### src/sv/swbr_pkg.sv
// ----------------------------------------------------------------------------
// Sliding window bad ratio package
// Register indexes, operation codes and field widths shared by the block.
// ----------------------------------------------------------------------------
package swbr_pkg;

   localparam int unsigned CSR_INDEX_W = 2;
   localparam int unsigned CSR_DATA_W  = 10;
   localparam int unsigned TOTAL_W     = 10;

   typedef logic [CSR_INDEX_W-1:0] csr_index_type;
   typedef logic [CSR_DATA_W-1:0]  csr_data_type;
   typedef logic [TOTAL_W-1:0]     total_type;

   localparam csr_index_type CSR_WINDOW_LENGTH = 2'd0;
   localparam csr_index_type CSR_RAISE_LEVEL   = 2'd1;
   localparam csr_index_type CSR_CLEAR_LEVEL   = 2'd2;

   localparam logic FUNC_RECORD = 1'b0;
   localparam logic FUNC_CLEAR  = 1'b1;

   localparam csr_data_type WINDOW_LENGTH_RESET = 10'd300;
   localparam csr_data_type RAISE_LEVEL_RESET   = 10'd180;
   localparam csr_data_type CLEAR_LEVEL_RESET   = 10'd120;

   localparam total_type TOTAL_MAX = {TOTAL_W{1'b1}};

endpackage

### src/sv/sliding_window_bad_ratio_hysteresis.sv
// ----------------------------------------------------------------------------
// Sliding window bad ratio with hysteresis
// Keeps a one-bit history ring of recent verdicts in a memory, a running
// bad count and a hysteretic alarm flag.
//
//   Channel  Direction  Handshake            Beat contents
//   req_     in         req_valid/req_stall  req_func, req_bad
//   rsp_     out        rsp_valid/rsp_stall  rsp_alarm, rsp_bad_total
//   csr_     in         csr_valid/csr_ready  csr_index, csr_wdata
//
// One beat is taken every cycle while req_stall is low. As it is accepted,
// the evicted history bit is read from the ring memory; the update stage then
// updates the count and flag, writes the new bit back and loads the result
// register; a read of the slot being written in the same cycle is forwarded.
// Reset is synchronous; the ring memory needs no clearing pass.
// req_stall is raised only while both the update stage and the result
// register are full and rsp_stall is high.
// ----------------------------------------------------------------------------
module sliding_window_bad_ratio_hysteresis #(
   parameter int unsigned MAX_WINDOW = 512
) (
   input  logic                 clock,
   input  logic                 reset,
   input  logic                 req_valid,
   output logic                 req_stall,
   input  logic                 req_func,
   input  logic                 req_bad,
   output logic                 rsp_valid,
   input  logic                 rsp_stall,
   output logic                 rsp_alarm,
   output swbr_pkg::total_type  rsp_bad_total,
   input  logic                 csr_valid,
   output logic                 csr_ready,
   input  swbr_pkg::csr_index_type csr_index,
   input  swbr_pkg::csr_data_type  csr_wdata
);
   import swbr_pkg::*;

   localparam int unsigned ADDR_W = $clog2(MAX_WINDOW);
   localparam int unsigned CNT_W  = $clog2(MAX_WINDOW + 1);
   localparam int unsigned EW_W   = (CNT_W > CSR_DATA_W) ? CNT_W : CSR_DATA_W;

   logic                hist_mem [MAX_WINDOW];

   csr_data_type        window_ff;
   csr_data_type        raise_ff;
   csr_data_type        clear_ff;

   logic [ADDR_W-1:0]   slot_ff;
   logic [EW_W-1:0]     fill_ff;
   total_type           tally_ff;
   logic                alarm_ff;

   logic                s1_valid_ff;
   logic                s1_func_ff;
   logic                s1_bad_ff;
   logic                s1_evict_ff;
   logic [ADDR_W-1:0]   s1_slot_ff;
   logic                rd_bit_ff;
   logic                fwd_ff;
   logic                fwd_bit_ff;

   logic                rsp_valid_ff;
   logic                rsp_alarm_ff;
   total_type           rsp_total_ff;

   logic [EW_W-1:0]     win_raw;
   logic [EW_W-1:0]     eff_win;
   logic [EW_W-1:0]     slot_ext;
   logic [ADDR_W-1:0]   slot_cur;
   logic [EW_W-1:0]     slot_inc;
   logic [ADDR_W-1:0]   slot_in;
   logic                evict;
   logic [EW_W-1:0]     fill_in;
   logic                out_free;
   logic                s1_adv;
   logic                s1_done;
   logic                req_fire;
   logic                csr_fire;
   logic                old_bit;
   total_type           tally_dec;
   total_type           tally_in;
   logic                alarm_in;

   assign win_raw  = EW_W'(window_ff);
   assign eff_win  = (win_raw == '0) ? EW_W'(1) :
                     ((win_raw > EW_W'(MAX_WINDOW)) ? EW_W'(MAX_WINDOW) : win_raw);

   assign slot_ext = EW_W'(slot_ff);
   assign slot_cur = (slot_ext >= eff_win) ? '0 : slot_ff;
   assign slot_inc = EW_W'(slot_cur) + EW_W'(1);
   assign slot_in  = (slot_inc >= eff_win) ? '0 : slot_inc[ADDR_W-1:0];
   assign evict    = (fill_ff >= eff_win);
   assign fill_in  = evict ? fill_ff : (fill_ff + EW_W'(1));

   assign out_free  = !rsp_valid_ff || !rsp_stall;
   assign s1_adv    = !s1_valid_ff || out_free;
   assign s1_done   = s1_valid_ff && out_free;
   assign req_stall = !s1_adv;
   assign req_fire  = req_valid && s1_adv;
   assign csr_ready = 1'b1;
   assign csr_fire  = csr_valid;

   assign old_bit   = fwd_ff ? fwd_bit_ff : rd_bit_ff;

   always_comb begin
      tally_dec = tally_ff;
      if (s1_evict_ff && old_bit && (tally_ff != '0)) begin
         tally_dec = tally_ff - TOTAL_W'(1);
      end
      tally_in = tally_dec;
      if (s1_bad_ff && (tally_dec != TOTAL_MAX)) begin
         tally_in = tally_dec + TOTAL_W'(1);
      end
      if (tally_in >= raise_ff) begin
         alarm_in = 1'b1;
      end else if (tally_in <= clear_ff) begin
         alarm_in = 1'b0;
      end else begin
         alarm_in = alarm_ff;
      end
      if (s1_func_ff == FUNC_CLEAR) begin
         tally_in = '0;
         alarm_in = 1'b0;
      end
   end

   always_ff @(posedge clock) begin
      if (s1_done && (s1_func_ff == FUNC_RECORD)) begin
         hist_mem[s1_slot_ff] <= s1_bad_ff;
      end
      if (req_fire) begin
         rd_bit_ff <= hist_mem[slot_cur];
      end
   end

   always_ff @(posedge clock) begin
      if (req_fire) begin
         s1_func_ff  <= req_func;
         s1_bad_ff   <= req_bad;
         s1_evict_ff <= evict;
         s1_slot_ff  <= slot_cur;
         fwd_ff      <= s1_done && (s1_func_ff == FUNC_RECORD) && (s1_slot_ff == slot_cur);
         fwd_bit_ff  <= s1_bad_ff;
      end
      if (s1_done) begin
         rsp_alarm_ff <= alarm_in;
         rsp_total_ff <= tally_in;
      end
   end

   always_ff @(posedge clock) begin
      if (reset) begin
         window_ff    <= WINDOW_LENGTH_RESET;
         raise_ff     <= RAISE_LEVEL_RESET;
         clear_ff     <= CLEAR_LEVEL_RESET;
         slot_ff      <= '0;
         fill_ff      <= '0;
         tally_ff     <= '0;
         alarm_ff     <= 1'b0;
         s1_valid_ff  <= 1'b0;
         rsp_valid_ff <= 1'b0;
      end else begin
         if (s1_adv) begin
            s1_valid_ff <= req_valid;
         end
         if (out_free) begin
            rsp_valid_ff <= s1_valid_ff;
         end
         if (s1_done) begin
            tally_ff <= tally_in;
            alarm_ff <= alarm_in;
         end
         if (req_fire) begin
            if (req_func == FUNC_CLEAR) begin
               slot_ff <= '0;
               fill_ff <= '0;
            end else begin
               slot_ff <= slot_in;
               fill_ff <= fill_in;
            end
         end
         if (csr_fire) begin
            case (csr_index)
               CSR_WINDOW_LENGTH: begin
                  window_ff <= csr_wdata;
                  slot_ff   <= '0;
                  fill_ff   <= '0;
                  tally_ff  <= '0;
                  alarm_ff  <= 1'b0;
               end
               CSR_RAISE_LEVEL: begin
                  raise_ff <= csr_wdata;
               end
               CSR_CLEAR_LEVEL: begin
                  clear_ff <= csr_wdata;
               end
               default: begin
               end
            endcase
         end
      end
   end

   assign rsp_valid     = rsp_valid_ff;
   assign rsp_alarm     = rsp_alarm_ff;
   assign rsp_bad_total = rsp_total_ff;

   // The write slot always lies inside the active window.
   a_slot_in_window: assert property (@(posedge clock) disable iff (reset)
      slot_ext < eff_win)
      else $error("write slot outside the window");

   // The fill level never passes the active window.
   a_fill_bounded: assert property (@(posedge clock) disable iff (reset)
      fill_ff <= eff_win)
      else $error("fill level beyond the window");

   // An accepted beat reaches the update stage in the next cycle.
   a_accept_to_stage: assert property (@(posedge clock) disable iff (reset)
      req_fire |=> s1_valid_ff)
      else $error("accepted beat lost before the update stage");

   // A blocked update stage keeps its beat.
   a_stage_holds: assert property (@(posedge clock) disable iff (reset)
      (s1_valid_ff && !out_free) |=> (s1_valid_ff && $stable(s1_slot_ff)))
      else $error("update stage dropped a blocked beat");

endmodule
### config.mk
export PLATFORM = sky130hd
export DESIGN_NAME = sliding_window_bad_ratio_hysteresis
export DESIGN_NICKNAME = d
export VERILOG_FILES = /design/src/sv/swbr_pkg.sv /design/src/sv/sliding_window_bad_ratio_hysteresis.sv
export SDC_FILE = /design/constraint.sdc
export NUM_CORES = 1
export LEC_CHECK = 0
export ABC_AREA = 1
export BUFFER_PORTS_ARGS = -buffer_cell sky130_fd_sc_hd__buf_2
export CORE_MARGIN = 10
export CORE_UTILIZATION = 55
export DETAILED_ROUTE_END_ITERATION = 10
export GPL_TIMING_DRIVEN = 0
export PLACE_DENSITY = 0.71
export SLEW_MARGIN = 40
export SYNTH_ARGS = -nofsm -noshare
export SYNTH_HDL_FRONTEND = slang
export SYNTH_SLANG_ARGS = --single-unit
### constraint.sdc
create_clock -name clock -period 10.2 [get_ports clock]
set_input_delay 2.04 -clock clock [delete_from_list [all_inputs] [get_ports clock]]
set_output_delay 2.04 -clock clock [all_outputs]
set_load 0.005 [all_outputs]
==> metrics.csv <==
stage,metric,value,unit
route,drc,0,
timing,worst_slew_pin_slew,0.9942,ns
worst_setup_path,crit_fanout,10,
route,met1_length,36.56,mm
route,wl_per_cell,24.13,um
route,routed-wl-met3,13.16,mm
clock_tree,path_clk_slew,0.06,ns
clock_tree,cts_buffers,66,
power,powerDensity,163.7,nW/um2
placed_design,post_dp_cell_area,30980,um2
floorplan,coreArea,52870,um2
synth,synth-async-reset-ratio,0,
route,highest_layer,met4,
worst_setup_path,critPathCaptureType,register,
worst_setup_path,r2r_cells,32,
floorplan,rows,84,
power,vdd_drop_max,157.3,uV
floorplan,start_util,0.5593,
global_route,grt_max_degree,24,
worst_setup_path,cpMaxStageDelayCell,nor2_2,
timing,hold_violations,0,
clock_tree,clockBufferDepth,3,
placed_design,globalplace.congestion,1.015,
clock_tree,cts_tree,done,
clock_tree,clkLatencyLatePin,0.63,ns
timing,rsz0062_at_grt,false,
timing,finalSetupTns,0,ns
synth,synth_warnings,0,
cells_and_area,num_antenna_cells,0,
route,via_per_inst,5.950,
synth,synth-seq-cells,600,
timing,fmaxAchievable,159.6,MHz
synth,synth_top_cell_by_area,edfxtp_1,
route,firstDrtPassIters,9,
cells_and_area,syn2layout_area_growth,11.69,%
placed_design,place_ws,4.221,ns
global_route,grt_use_total,0.3138,
worst_setup_path,cpPeakStageDelay,0.79,ns
synth,netlist.area_leader.share,0.5464,
timing,maxSlewHeadroom,0.3372,
floorplan,die-area,63440,um2
cells_and_area,utilization,0.6247,
synth,yosys-top-cells-area,"edfxtp_1, nand2_1, nor2_1",
placed_design,place_hpwl,70.05,mm
worst_setup_path,cp_common_cell,nand2_1,
worst_setup_path,worstPathArrival,6.81,ns
synth,syn_nets,3415,
route,wl_met2,45.24,mm
synth,synth_edf_count,538,
placed_design,port_buffers,31,
synth,syn_inst,3342,
min_path,holdCritStartpoint,fill_ff[9]$_SDFF_PP0_,
global_route,grt_pass1_vias,23630,
worst_setup_path,crit_family,simple AND/OR/NAND/NOR gates,
route,dr_total_vias,25020,
worst_setup_path,cp_data_required_time,10.74,ns
worst_setup_path,path_class,reg2reg,
timing,slew_violations,0,
cells_and_area,drive_gt1_frac,0.08016,
power,leakagePower,13.23,nW
worst_setup_path,r2r-start,win_raw[4]$_SDFFE_PP0P_,
timing,fin_skew,0.02519,ns
worst_setup_path,setup.worst_path.start_class,register,
min_path,hold_path.class,reg2reg,
synth,avgSynthCellArea,8.848,um2
synth,synthFlopType,edfxtp_1,
worst_setup_path,timing.rr.end,slot_ff[4]$_SDFF_PP0_,
worst_setup_path,critical_path_buf_inv_count,6,
floorplan,die_h,251.9,um
synth,yosysSeqAreaShare,0.5884,
synth,yosysMostFrequentCell,nand2_1,
timing,finalWorstSetupSlack,3.934,ns
timing,finalCritPeriodShare,0.6143,
clock_tree,cts_resized,0,
status,outcome,completed,
worst_setup_path,ff2ff_setup_slack,3.93,ns
cells_and_area,final_nets,3544,
flow_run,maxCapViolCount,0,
clock_tree,cts_sinks,600,
clock_tree,post_cts_buffers,0,
clock_tree,cts-root-buf,clkbuf_16,
cells_and_area,design_area,33030,um2
timing,fin_crit,6.266,ns
floorplan,pin_count,33,
route,ant_nets,0,
global_route,grt_pass1_wl,147.2,mm
route,drt_iter0_drc,3598,
min_path,hold_end,fill_ff[9]$_SDFF_PP0_,
timing,setup_violations,0,
min_path,min_path_cells,2,
floorplan,die_w,251.9,um
global_route,antenna_found_initial,0,
synth,ys_types,40,
clock_tree,htreeDepth,3,
global_route,overflow,0,
clock_tree,ctsHoldBuffers,0,
route,routed_wl,101.5,mm
timing,holdWs,0.4760,ns
synth,syn_area,29570,um2
synth,yosys-top-cells-count,"nand2_1, nor2_1, edfxtp_1, inv_1, nand3_1",
[sequential cells by signal, summed over array words and instances, names as in the netlist]
name and flops:
s1_evict_ff 1, fill_ff 10, rd_bit_ff 1, s1_bad_ff 1
rsp_bad_total 10, win_raw 10, raise_ff 10, hist_mem 512
s1_func_ff 1, tally_ff 10, fwd_ff 1, fwd_bit_ff 1
rsp_valid 1, clear_ff 10, s1_valid_ff 1, s1_slot_ff 9
alarm_ff 1, rsp_alarm 1, slot_ff 9
[worst register-to-register path: cells and delay by family, from the launching register on]
family	cells	cell delay, ns
adders and majority gates	2	0.60
DFF	1	0.33
buffers and inverters	6	1.27
xor gates and xnor gates	1	0.30
AOI/OAI and AO/OA	4	0.96
and+or+nand+nor	19	2.74
[layout by cell type (no fill, tap or decap), types with 26 or more instances in the layout]
master and count:
a21oi_1 65, o211ai_1 79, nand3_1 415, clkbuf_1 105, clkbuf_16 68, o21ai_0 66
clkbuf_2 34, buf_2 92, ha_1 54, dfxtp_1 62, inv_1 468, buf_6 26
edfxtp_1 538, nor2_1 599, nand2_1 688
[cell type report]
type,count,area (um2)
plain buffers,200,899.6
clock buffers,81,1750
clock inverters,34,277.8
fillers,4509,19840
inverters,476,1787
multi-input cells,2066,9549
flip-flops and latches,600,17400
well taps,688,860.8
repair buffers,61,504.2
[metal layers]
layer | vias to the layer above | global-route usage
li1 | 11100 | -
met1 | 11810 | 0.3900
met2 | 1721 | 0.4926
met3 | 388 | 0.08296
met4 | 0 | 0.1779
met5 | - | 0
[power by group]
group          leakage (nW)  total (mW)  switching, mW  internal (mW)
clock network         0.997        2.32           1.02           1.30
registers              5.36        2.70         0.0105           2.69
logic                  6.86       0.378          0.275          0.103
total                  13.2        5.41           1.31           4.10
[logic make-up (layout without fill, tap and decap cells)]
family	Yosys count	in the layout	share of synthesized area
other cells	1	1	0.0001268
compound gates	229	229	0.04710
fa+ha+maj	54	54	0.02285
simple gates	1761	1761	0.2460
buf+inv	676	852	0.08937
flops	600	600	0.5884
xor+xnor	21	21	0.006221
[through the flow]
step	std cells	power, mW
3_5_place_dp	4091	3.119
4_1_cts	4206	5.390
2_1_floorplan	3342	2.989
5_1_grt	4206	5.520
6_report	4206	5.406
3_3_place_gp	4061	3.124
[how the worst max path moves through the flow]
stage / startpoint / end / depth (start not counted)
after global routing: win_raw[4]$_SDFFE_PP0P_ / slot_ff[3]$_SDFF_PP0_ / 30
after CTS: win_raw[4]$_SDFFE_PP0P_ / slot_ff[7]$_SDFF_PP0_ / 32
final: win_raw[4]$_SDFFE_PP0P_ / slot_ff[4]$_SDFF_PP0_ / 32
after global placement: s1_bad_ff$_DFFE_PP_ / rsp_alarm$_DFFE_PP_ / 14
after floorplan: s1_bad_ff$_DFFE_PP_ / rsp_alarm$_DFFE_PP_ / 14
after detailed placement: win_raw[4]$_SDFFE_PP0P_ / slot_ff[7]$_SDFF_PP0_ / 32
Power figures use the tool's default switching activity.
